**src/sv/deq_pkg.sv**
```systemverilog
// Package for the double-ended queue: sizes, codes and word types.
// No dependencies; imported by every module of the block.
`default_nettype none
package deq_pkg;

    localparam int DEPTH = 16;
    localparam int IDX_W = $clog2(DEPTH);
    localparam int CNT_W = $clog2(DEPTH + 1);
    localparam int WORD_W = 32;
    localparam int OCC_W = 5;

    typedef enum logic [1:0] {
        ACT_PUSH_REAR  = 2'd0,
        ACT_PUSH_FRONT = 2'd1,
        ACT_POP_FRONT  = 2'd2,
        ACT_POP_REAR   = 2'd3
    } t_action;

    localparam logic [1:0] ST_DONE  = 2'd0;
    localparam logic [1:0] ST_EMPTY = 2'd1;
    localparam logic [1:0] ST_FULL  = 2'd2;

    typedef struct packed {
        logic [1:0]                action;
        logic signed [WORD_W-1:0]  push_value;
    } t_in_word;

    typedef struct packed {
        logic signed [WORD_W-1:0]  popped_value;
        logic [1:0]                status;
        logic [OCC_W-1:0]          occupancy;
    } t_out_word;

    typedef struct packed {
        logic shift_right;
        logic shift_left;
        logic load;
    } t_cell_ctl;

endpackage
`default_nettype wire

```
**src/sv/deq_cell.sv**
```systemverilog
// One storage cell of the deque row: holds a word, shifts to either side or loads.
// Depends on deq_pkg.
`default_nettype none
module deq_cell
    import deq_pkg::*;
(
    input  wire logic                     i_clk,
    input  wire t_cell_ctl                i_ctl,
    input  wire logic signed [WORD_W-1:0] i_push_word,
    input  wire logic signed [WORD_W-1:0] i_left_word,
    input  wire logic signed [WORD_W-1:0] i_right_word,
    output logic signed [WORD_W-1:0]      o_word
);

    logic signed [WORD_W-1:0] r_word;
    logic signed [WORD_W-1:0] n_word;

    always_comb begin
        n_word = r_word;
        if (i_ctl.shift_right) begin
            n_word = i_left_word;
        end else if (i_ctl.shift_left) begin
            n_word = i_right_word;
        end else if (i_ctl.load) begin
            n_word = i_push_word;
        end
    end

    always_ff @(posedge i_clk) begin
        r_word <= n_word;
    end

    assign o_word = r_word;

endmodule
`default_nettype wire

```
**src/sv/double_ended_queue_unit.sv**
```systemverilog
// Double-ended queue of DEPTH signed 32-bit words held in a row of shift cells.
// A result word is presented in the cycle after its input word is accepted.
// Throughput: one input word per cycle while the result side keeps taking words.
// Reset (synchronous, active low) empties the queue and drops any pending result;
// the stored words themselves are not cleared and need no clearing pass.
`default_nettype none
module double_ended_queue_unit
    import deq_pkg::*;
(
    input  wire logic      i_clk,
    input  wire logic      i_rst_n,
    input  wire logic      i_in_valid,
    output logic           o_in_ready,
    input  wire t_in_word  i_in,
    output logic           o_out_valid,
    input  wire logic      i_out_ready,
    output t_out_word      o_out
);

    // The queue is kept front-aligned: cell 0 always holds the front word and
    // cell (count - 1) the rear word. A push at the front shifts the whole row
    // one place towards the rear, a pop from the front shifts it one place back,
    // a push at the rear loads the first free cell and a pop from the rear only
    // shrinks the count.

    logic [CNT_W-1:0] r_count;
    logic [CNT_W-1:0] n_count;
    logic             r_out_valid;
    t_out_word        r_out;
    t_out_word        n_out;

    logic                     w_accept;
    logic                     w_full;
    logic                     w_empty;
    logic                     w_push_rear;
    logic                     w_push_front;
    logic                     w_pop_front;
    logic                     w_pop_rear;
    logic [IDX_W-1:0]         w_rear_idx;
    logic signed [WORD_W-1:0] w_words [DEPTH];

    // A new word may enter whenever the output register is free or is being
    // emptied in this very cycle.
    assign o_in_ready = !r_out_valid || i_out_ready;
    assign w_accept   = i_in_valid && o_in_ready;

    assign w_full  = (r_count == CNT_W'(DEPTH));
    assign w_empty = (r_count == '0);

    always_comb begin
        w_push_rear  = 1'b0;
        w_push_front = 1'b0;
        w_pop_front  = 1'b0;
        w_pop_rear   = 1'b0;
        case (i_in.action)
            ACT_PUSH_REAR:  w_push_rear  = w_accept && !w_full;
            ACT_PUSH_FRONT: w_push_front = w_accept && !w_full;
            ACT_POP_FRONT:  w_pop_front  = w_accept && !w_empty;
            ACT_POP_REAR:   w_pop_rear   = w_accept && !w_empty;
            default: begin
            end
        endcase
    end

    // The rear word sits in the cell just below the count.
    assign w_rear_idx = IDX_W'(r_count - CNT_W'(1));

    // Row of cells. The first cell takes the pushed word when the row shifts
    // towards the rear; the last cell simply keeps its own word when the row
    // shifts towards the front, as that place becomes free.
    for (genvar g = 0; g < DEPTH; g++) begin : g_cell
        t_cell_ctl                w_ctl;
        logic signed [WORD_W-1:0] w_left;
        logic signed [WORD_W-1:0] w_right;

        assign w_ctl.shift_right = w_push_front;
        assign w_ctl.shift_left  = w_pop_front;
        assign w_ctl.load        = w_push_rear && (r_count == CNT_W'(g));

        if (g == 0) begin : g_first
            assign w_left = i_in.push_value;
        end else begin : g_inner_left
            assign w_left = w_words[g-1];
        end

        if (g == DEPTH - 1) begin : g_last
            assign w_right = w_words[g];
        end else begin : g_inner_right
            assign w_right = w_words[g+1];
        end

        deq_cell u_cell (
            .i_clk        (i_clk),
            .i_ctl        (w_ctl),
            .i_push_word  (i_in.push_value),
            .i_left_word  (w_left),
            .i_right_word (w_right),
            .o_word       (w_words[g])
        );
    end

    // Next count and the result word for the accepted action.
    always_comb begin
        n_count = r_count;
        if (w_push_rear || w_push_front) begin
            n_count = r_count + CNT_W'(1);
        end else if (w_pop_front || w_pop_rear) begin
            n_count = r_count - CNT_W'(1);
        end

        n_out.popped_value = '0;
        n_out.status       = ST_DONE;
        if (w_pop_front) begin
            n_out.popped_value = w_words[0];
        end else if (w_pop_rear) begin
            n_out.popped_value = w_words[w_rear_idx];
        end

        if ((i_in.action inside {ACT_PUSH_REAR, ACT_PUSH_FRONT}) && w_full) begin
            n_out.status = ST_FULL;
        end else if ((i_in.action inside {ACT_POP_FRONT, ACT_POP_REAR}) && w_empty) begin
            n_out.status = ST_EMPTY;
        end
        n_out.occupancy = OCC_W'(n_count);
    end

    always_ff @(posedge i_clk) begin
        if (!i_rst_n) begin
            r_count     <= '0;
            r_out_valid <= 1'b0;
        end else begin
            r_count <= n_count;
            if (w_accept) begin
                r_out_valid <= 1'b1;
            end else if (i_out_ready) begin
                r_out_valid <= 1'b0;
            end
        end
    end

    // The result payload needs no reset; it is qualified by the valid flag.
    always_ff @(posedge i_clk) begin
        if (w_accept) begin
            r_out <= n_out;
        end
    end

    assign o_out_valid = r_out_valid;
    assign o_out       = r_out;

endmodule
`default_nettype wire

```
**config.mk**
```make
export PLATFORM = sky130hd
export DESIGN_NAME = double_ended_queue_unit
export DESIGN_NICKNAME = d
export VERILOG_FILES = /design/src/sv/deq_pkg.sv /design/src/sv/deq_cell.sv /design/src/sv/double_ended_queue_unit.sv
export SDC_FILE = /design/constraint.sdc
export NUM_CORES = 1
export LEC_CHECK = 0
export BUFFER_PORTS_ARGS = -buffer_cell sky130_fd_sc_hd__buf_2
export CORE_MARGIN = 2
export CORE_UTILIZATION = 36
export CTS_CLUSTER_SIZE = 28
export DETAILED_ROUTE_END_ITERATION = 10
export PLACE_DENSITY = 0.56
export SLEW_MARGIN = 15
export SYNTH_ARGS = -nofsm -noshare
export SYNTH_HDL_FRONTEND = slang
export SYNTH_SLANG_ARGS = --single-unit
export TNS_END_PERCENT = 20
```
**constraint.sdc**
```tcl
create_clock -name i_clk -period 10.3 [get_ports i_clk]
set_clock_uncertainty 0.2 [all_clocks]
set_input_delay 1.03 -clock i_clk [delete_from_list [all_inputs] [get_ports i_clk]]
set_output_delay 1.03 -clock i_clk [all_outputs]
set_load 0.005 [all_outputs]
```
==> results of run 1 <==
[stage by stage]
step           instance area, µm²  std cells  total power (W)  hold WS, ps  setup slack [ps]
2_1_floorplan               28800       1888          0.00386          328              5210
3_3_place_gp                29500       2811          0.00419          352              5520
3_5_place_dp                29500       2811          0.00421          356              5560
4_1_cts                     31400       2912          0.00633          368              5560
5_1_grt                     31400       2914          0.00651          396              5340
6_report                    31400       2914          0.00628          375              5630
[cells in the mapped netlist (2+ instances only)]
| cell | instances | area, µm² |
|---|---|---|
| edfxtp_1 | 551 | 16500 |
| a221o_2 | 274 | 3090 |
| nand2_1 | 236 | 886 |
| a221o_1 | 160 | 1600 |
| mux4_2 | 128 | 2880 |
| clkbuf_1 | 74 | 278 |
| buf_2 | 71 | 355 |
| buf_6 | 44 | 495 |
| buf_4 | 42 | 315 |
| nand3_1 | 36 | 180 |
| mux2i_1 | 34 | 340 |
| and3_1 | 33 | 206 |
| o211ai_1 | 33 | 248 |
| mux2_2 | 32 | 360 |
| a21oi_1 | 27 | 135 |
| o21ai_0 | 24 | 120 |
| buf_1 | 9 | 33.8 |
| nor2b_1 | 9 | 56.3 |
| nor2_1 | 7 | 26.3 |
| o21ai_1 | 7 | 35.0 |
| dfxtp_1 | 6 | 120 |
| ha_1 | 6 | 75.1 |
| inv_1 | 6 | 22.5 |
| a31oi_1 | 5 | 31.3 |
| nor3_1 | 4 | 20.0 |
| and2_1 | 3 | 18.8 |
| nand2b_1 | 2 | 12.5 |
| nand4_4 | 2 | 42.5 |
| xnor2_1 | 2 | 17.5 |
[cells in the final DEF, fill, tap and decap left out, types with 9 or more instances in the layout]
| cell | instances |
|---|---|
| o21ai_0 | 9 |
| o211ai_1 | 33 |
| clkbuf_1 | 12 |
| clkinv_1 | 15 |
| nand3_1 | 35 |
| nand2_1 | 236 |
| nor2b_1 | 9 |
| a21oi_1 | 27 |
| mux2i_1 | 34 |
| and3_1 | 33 |
| o21ai_4 | 15 |
| clkbuf_16 | 59 |
| a221o_2 | 274 |
| a221o_1 | 160 |
| mux2_2 | 32 |
| buf_2 | 78 |
| buf_4 | 33 |
| mux4_2 | 128 |
| edfxtp_1 | 551 |
[power by group]
part           total [W]  internal [W]  leakage, nW  switching (W)
Clock            0.00211       0.00121        0.892       0.000903
Sequential       0.00288       0.00274         5.17       0.000137
Combinational    0.00128      0.000583         4.43       0.000701
Total            0.00628       0.00454         10.5        0.00174
[metal layers]
metal	vias up	track usage (%)
met5	-	0
met1	9899	27.0
met4	8	6.91
met2	1018	33.0
met3	172	2.57
li1	7914	-
[worst max-delay path by stage]
| stage | start | to | slack (ps) |
|---|---|---|---|
| 2_1_floorplan | r_count[0] | g_cell[1].u_cell.o_word[0] | 5210 |
| 3_3_place_gp | r_count[0] | o_out[19] | 5520 |
| 3_5_place_dp | r_count[0] | o_out[19] | 5560 |
| 4_1_cts | r_count[0] | o_out[11] | 5560 |
| 5_1_grt | r_count[0] | o_out[18] | 5340 |
| 6_report | r_count[0] | g_cell[1].u_cell.o_word[1] | 5630 |
[registers in the layout, summed over array words and instances, names as in the netlist]
signal	cells
r_count	5
o_out_valid	1
o_out	39
g_cell.u_cell.o_word	512
[kinds of logic after synthesis]
| family | Yosys count |
|---|---|
| compound gates | 537 |
| xor+xnor | 3 |
| fa+ha+maj | 6 |
| buf+inv | 248 |
| flops | 557 |
| mux | 194 |
| simple gates | 343 |
[layout make-up]
class                   instances  area, µm²
fillers                      7249      47700
multi-input cells            1083      10800
diodes                          1       2.50
repair buffers                114        706
clock buffers                  71       1520
inverters                       8       32.5
clock inverters                30        313
flip-flops and latches        557      16700
well taps                    1050       1310
[worst max-delay path, delay by kind of cell (launching register included)]
family / cells / cell delay [ps]
AO/OA/AOI/OAI: 1 / 250
buffers and inverters: 4 / 2020
AND/OR/NAND/NOR: 2 / 1020
adder cells (fa/ha/maj): 1 / 300
flip-flops: 1 / 500
==> reports/results.ini, run 1 <==
[sta]
relSlewSlack_pct = 21.5
period_needed_ps = 4670
finalHoldViolCount = 0
fin_crit_sh_pct = 45.3
worstMarginPinSlew_ps = 1180
finalSetupViolCount = 0
final_max_slew_viol_count = 0
rsz0062_at_grt = no
timing.fmax_mhz = 214
setup-tns-final_ps = 0

[grt]
grt_pass1_vias = 18500
grt.total_usage_pct = 19.9
antenna_found_initial = 6
grt-ovfl-total = 0
grt_first_pass_wirelength_um = 124000
grt_max_degree = 209

[routing]
top_layer = met5
wirelength_um = 83200
drt_iter0_markers = 2522
wl_met1_um = 34100
wl_met2_um = 40600
dr_wl_met3_um = 5890
firstDrtPassIters = 5
avgRoutedWirePerCell_um = 28.5
vias_per_cell = 6.52
vias = 19000
ant_nets = 0
drc = 0

[placed_design]
dp_hpwl_um = 42200
numPortBuffers = 78
gp_congestion = 0.753

[floorplanning]
pin_count = 79
row_count = 103
start_util_pct = 36.4
die_area_um2 = 82200
core_area_um2 = 79100
die_height_um = 287
fp.dieW_um = 287

[logic_synthesis]
synth_edf_count = 551
synth.avg_cell_area_um2 = 15.2
synth_compound_area_share_pct = 18.5
synth_cells = 1888
synth_adder_area_share_pct = 0.261
yosys_most_used_dff = edfxtp_1
synthMuxAreaShare_pct = 12.4
synth_nets = 1932
synth_top_family_by_area = compound AO/OA/AOI/OAI gates
synth_seq_area_share_pct = 57.9
ys_warn_count = 0
synth_area_um2 = 28800
async_reset_ff_share_pct = 0
synth_cell_types = 50
synth_xor_area_share_pct = 0.117
synthSimpleGateAreaFrac_pct = 5.55
synth_seq_cells = 557

[critical_path]
r2r_slack_ps = 5630
r2r-start = r_count[0]
crit_top_cell = buf_4
endpoint_kind = flop
cp_slowest_cell = buf_4
crit_chain = inv_2, buf_4, ha_4, or4b_4, nand4_4, buf_4, o21ai_4, buf_4
required_ps = 10390
rr_worst_depth = 8
critical_path_class = reg2reg
max_stage_delay_ps = 800
cp_max_fo = 41
rr_endpoint = g_cell[1].u_cell.o_word[1]
critPathLaunchType = flop
arrival_ps = 4760

[hold_path]
hold_class = reg2reg
min_to = g_cell[0].u_cell.o_word[24]
min_delay_path_depth = 2
hold_start = g_cell[1].u_cell.o_word[24]

[clocking]
clockBufferDepth = 3
hold_buffers = 0
cts_tree = yes
cts_buffers = 59
cts.clk_slew.worst_paths_ps = 60
htreeDepth = 2
post-cts-setup-buffers = 0
clkLatencyLatePin_ps = 630
ctsResizeCount = 0
cts_sinks = 557
root_buffer = clkbuf_16

[final_layout]
fin_nets = 1867
drive_gt1_share_pct = 35.3
post-route-util_pct = 39.7
syn2layout_area_growth_pct = 9.11

[status]
outcome = finished clean

[pwr]
leakage_nw = 10.5
ir_worst_vdd_v = 0.000135
p_per_area_nw_per_um2 = 200

[flow_run]
drv_cap = 0

Power figures use the tool's default switching activity.
==> inputs of run 2 (changes only) <==
- clock period: 10.3 -> 4.88 ns (I/O delays scaled with it)
==> run 2 against run 1 <==
Non-clock buffer count is 47 higher. Largest cell class unchanged. Register-to-register slack got worse by 4500 ps. Design area is 1.8% higher. Maximum frequency increased by 24%. First-iteration DRC count shrank 9.5%. Highest routed layer unchanged. Largest power group unchanged. Critical path depth is 4 lower. Utilization increased by 0.72 points. Die area unchanged. Total power rose by 110%.
==> reports/results.ini, run 2 (synthesis results as in run 1) <==
[pwr]
p_seq_share_pct = 45.7
ir_worst_vdd_v = 0.000282
p_per_area_nw_per_um2 = 415
power_frac_comb_pct = 21.1
power_frac_clock_pct = 33.3
p_switching_w = 0.00373
leakage_nw = 10.7
p_int_w = 0.00955
sw_frac_of_total_pct = 28.1

[grt]
grt_max_degree = 168
grt_pass1_vias = 18600
grt_first_pass_wirelength_um = 123000
grt-ovfl-total = 0
grt.total_usage_pct = 19.6
antenna_found_initial = 2

[clocking]
cts_tree = yes
ctsResizeCount = 0
cts_sinks = 557
cts.clk_slew.worst_paths_ps = 60
htreeDepth = 2
root_buffer = clkbuf_16
post-cts-setup-buffers = 0
clkLatencyLatePin_ps = 640
cts_buffers = 60
hold_buffers = 30
clockBufferDepth = 3

[routing]
vias_per_cell = 6.35
drc = 0
vias = 18900
avgRoutedWirePerCell_um = 27.7
firstDrtPassIters = 5
ant_nets = 0
wirelength_um = 82300
drt_iter0_markers = 2282

[final_layout]
fillerInstances = 7235
largest_reg_flops = 512
multiInputGateArea_um2 = 10800
drive_gt1_share_pct = 35.4
fin_nets = 1915
mostFrequentLayoutCells = edfxtp_1 (551), a221o_2 (274), nand2_1 (236)
final_common_cell = edfxtp_1
post-route-util_pct = 40.4
syn2layout_area_growth_pct = 11.1
antenna_cells = 0
regArea_um2 = 16700

[critical_path]
rr_worst_depth = 4
max_stage_delay_ps = 1210
cp_slowest_cell = o21ai_4
critPathLaunch = r_count[3]
cp_top_family = compound AO/OA/AOI/OAI gates
r2r_slack_ps = 1120
critPathBufInv = 1
required_ps = 4990
crit_chain = nand4bb_4, nand3_2, o21ai_4, buf_4
rr_endpoint = g_cell[10].u_cell.o_word[1]
crit_path_end = g_cell[10].u_cell.o_word[1]
path_depth = 4
critical_path_class = reg2reg
critPathLaunchType = flop
arrival_ps = 3880
r2r-start = r_count[3]
cp_max_fo = 20
endpoint_kind = flop

[floorplanning]
start_util_pct = 36.4
die_area_um2 = 82200
row_count = 103
pin_count = 79
die_height_um = 287
core_area_um2 = 79100
fp.dieW_um = 287

[sta]
fin_crit_sh_pct = 77.1
final_max_slew_viol_count = 0
relSlewSlack_pct = 17.7
layout_setup_ws_ps = 1120
timing.fmax_mhz = 266
finalHoldViolCount = 0
finalSetupViolCount = 0
period_needed_ps = 3760
setup-tns-final_ps = 0
worstMarginPinSlew_ps = 1230
rsz0062_at_grt = no

[placed_design]
dp_hpwl_um = 46500
numPortBuffers = 78
place_ws_ps = 1010
gp_congestion = 0.768

[flow_run]
drv_cap = 0

[hold_path]
hold_class = in2reg
hold_start = i_in[17]

[status]
outcome = finished clean

==> run 2: per-stage QoR <==
step	power, W	cells	cell area [µm²]	hold slack (ps)
floorplan	0.00815	1888	28800	328
global placement	0.00890	2829	29800	347
detailed placement	0.00893	2829	29800	361
CTS	0.0134	2969	32000	3.53
global route	0.0138	2969	32000	28.8
finish	0.0133	2969	32000	29.8
==> run 2: final cells by class <==
cell class                      count  share of cell area [%]
Sequential cell                   557                    52.1
Multi-Input combinational cell   1083                    33.9
Clock buffer                       73                    4.85
Tap cell                         1050                    4.11
Timing Repair Buffer              161                    3.99
Clock inverter                     37                   0.908
Inverter                            8                   0.102
==> run 2: metal layers <==
metal	track usage [%]	vias to the layer above	wire length (µm)
met5	0	-	13
met4	6.42	2	2280
met3	2.48	140	5230
met2	32.7	882	40600
met1	26.7	9813	34100
li1	-	8016	-
==> run 2: power groups by stage <==
stage	logic [W]	registers (W)	clock network, W
finish	0.00279	0.00606	0.00441
global route	0.00298	0.00610	0.00468
CTS	0.00282	0.00606	0.00451
detailed placement	0.00278	0.00615	0
global placement	0.00275	0.00614	0
floorplan	0.00209	0.00607	0
==> run 2: worst reg2reg max path: cells and delay by family, from the launching register on <==
kind | cells | cell delay [ps]
compound gates | 1 | 1220
simple gates | 2 | 930
buf+inv | 1 | 390
flops | 1 | 700
==> run 2: worst min path at each step <==
stage,endpoint,slack [ps],cells past startpoint
2_1_floorplan,g_cell[0].u_cell.o_word[0],330,2
3_3_place_gp,g_cell[0].u_cell.o_word[3],350,2
3_5_place_dp,g_cell[0].u_cell.o_word[9],360,2
4_1_cts,g_cell[0].u_cell.o_word[17],4,3
5_1_grt,g_cell[15].u_cell.o_word[27],30,3
6_report,g_cell[0].u_cell.o_word[17],30,3
==> inputs of run 3 (changes only) <==
- PLACE_DENSITY: 0.56 -> 0.58
- clock period: 4.88 -> 3.1 ns (I/O delays scaled with it)
==> run 3 against run 2 <==
Non-clock buffer count rose by 61. Sequential cell count did not move. Combinational power is 67% higher. Utilization rose by 1.2 points. Die area unchanged.
==> reports/results.ini, run 3 (synthesis results as in run 1) <==
[final_layout]
final_area_um2 = 32900
antenna_cells = 0
largest_reg_flops = 512
final_common_cell = edfxtp_1
fin_nets = 1977
syn2layout_area_growth_pct = 14.4
drive_gt1_share_pct = 37.6
mostFrequentLayoutCells = edfxtp_1 (551), a221o_2 (274), nand2_1 (236)

[critical_path]
endpoint_kind = flop
critPathLaunch = r_count[1]
required_ps = 3260
cp_max_fo = 24
critical_path_class = reg2reg
critPathLaunchType = flop
r2r-start = r_count[1]
arrival_ps = 3050

[sta]
final_max_slew_viol_count = 0
worstMarginPinSlew_ps = 950
setup-tns-final_ps = 0
timing.fmax_mhz = 347
period_needed_ps = 2880
finalSetupViolCount = 0
finalHoldViolCount = 0
fin_crit_sh_pct = 93.0
relSlewSlack_pct = 36.7
rsz0062_at_grt = no

[clocking]
htreeDepth = 2
cts_tree = yes
cts_buffers = 61
post-cts-setup-buffers = 0
cts_sinks = 557
cts.clk_slew.worst_paths_ps = 60
ctsResizeCount = 0
clkLatencyLatePin_ps = 640
root_buffer = clkbuf_16
clockBufferDepth = 3

[routing]
vias = 19400
firstDrtPassIters = 6
ant_nets = 0
wirelength_um = 83200
avgRoutedWirePerCell_um = 27.5
drc = 0
vias_per_cell = 6.40
drt_iter0_markers = 2345

[floorplanning]
pin_count = 79
die_area_um2 = 82200
fp.dieW_um = 287
core_area_um2 = 79100
die_height_um = 287
row_count = 103
start_util_pct = 36.4

[placed_design]
dp_hpwl_um = 48700
gp_congestion = 0.804
place_area_um2 = 30600
numPortBuffers = 78

[grt]
grt_max_degree = 101
grt_first_pass_wirelength_um = 126000
antenna_found_initial = 0
grt_pass1_vias = 19400
grt-ovfl-total = 0
grt.total_usage_pct = 19.9

[pwr]
leakage_nw = 11.2
ir_worst_vdd_v = 0.000484
p_per_area_nw_per_um2 = 654

[flow_run]
drv_cap = 0

[hold_path]
hold_start = i_out_ready
hold_class = in2reg

[status]
outcome = finished clean

## run 3: worst max-delay path: stages, from the launching register on
cell and delay (ps):
dfxtp_1 400, inv_1 140, ha_1 280, xor2_4 260, buf_12 260, buf_12 210
mux4_2 520, mux2i_1 200, o211ai_1 130
## run 3: final timing paths
check                               endpoint  slack, ps  depth (start not counted)
setup reg to reg                   o_out[12]        220                          8
hold reg to reg   g_cell[0].u_cell.o_word[7]        370                          2
setup / recovery                   o_out[12]        220                          8
hold / removal                    r_count[1]        110                          6
## run 3: cell type report
type	count	area, µm²
fillers	7145	46200
inverters	8	32.5
repair buffers	222	2090
well taps	1050	1310
multi-input cells	1083	10900
clock inverters	39	403
flip-flops and latches	557	16700
clock buffers	70	1580
## run 3: report_power, final
group	total, W	internal, W	switching [W]
Combinational	0.00465	0.00226	0.00239
Clock	0.00737	0.00429	0.00308
Sequential	0.00954	0.00911	0.000433
## run 3: per-layer routing
metal / vias to the layer above / global-route usage (%) / part of all wire [%]
li1: 8140 / - / -
met1: 10200 / 26.7 / 41
met2: 945 / 33.7 / 49
met3: 117 / 3.13 / 6.9
met4: 0 / 5.48 / 2.4
met5: - / 0 / 0
## run 3: what timing repair did
item,4_1_cts,5_1_grt
endpoints found under the hold margin,71,0
setup endpoints to repair,0,0
hold buffers,36,0
## run 3: through the flow
| stage | cells | util, % | hold WS [ps] | worst slack [ps] | total power [W] |
|---|---|---|---|---|---|
| after floorplan | 1888 | - | 232 | 2.65 | 0.0129 |
| after global placement | 2884 | 38.7 | 347 | 303 | 0.0142 |
| after detailed placement | 2884 | 38.7 | 360 | 243 | 0.0143 |
| after CTS | 3029 | 41.6 | 73.8 | 243 | 0.0217 |
| after global routing | 3029 | 41.6 | 137 | 117 | 0.0223 |
| final | 3029 | 41.6 | 106 | 216 | 0.0216 |
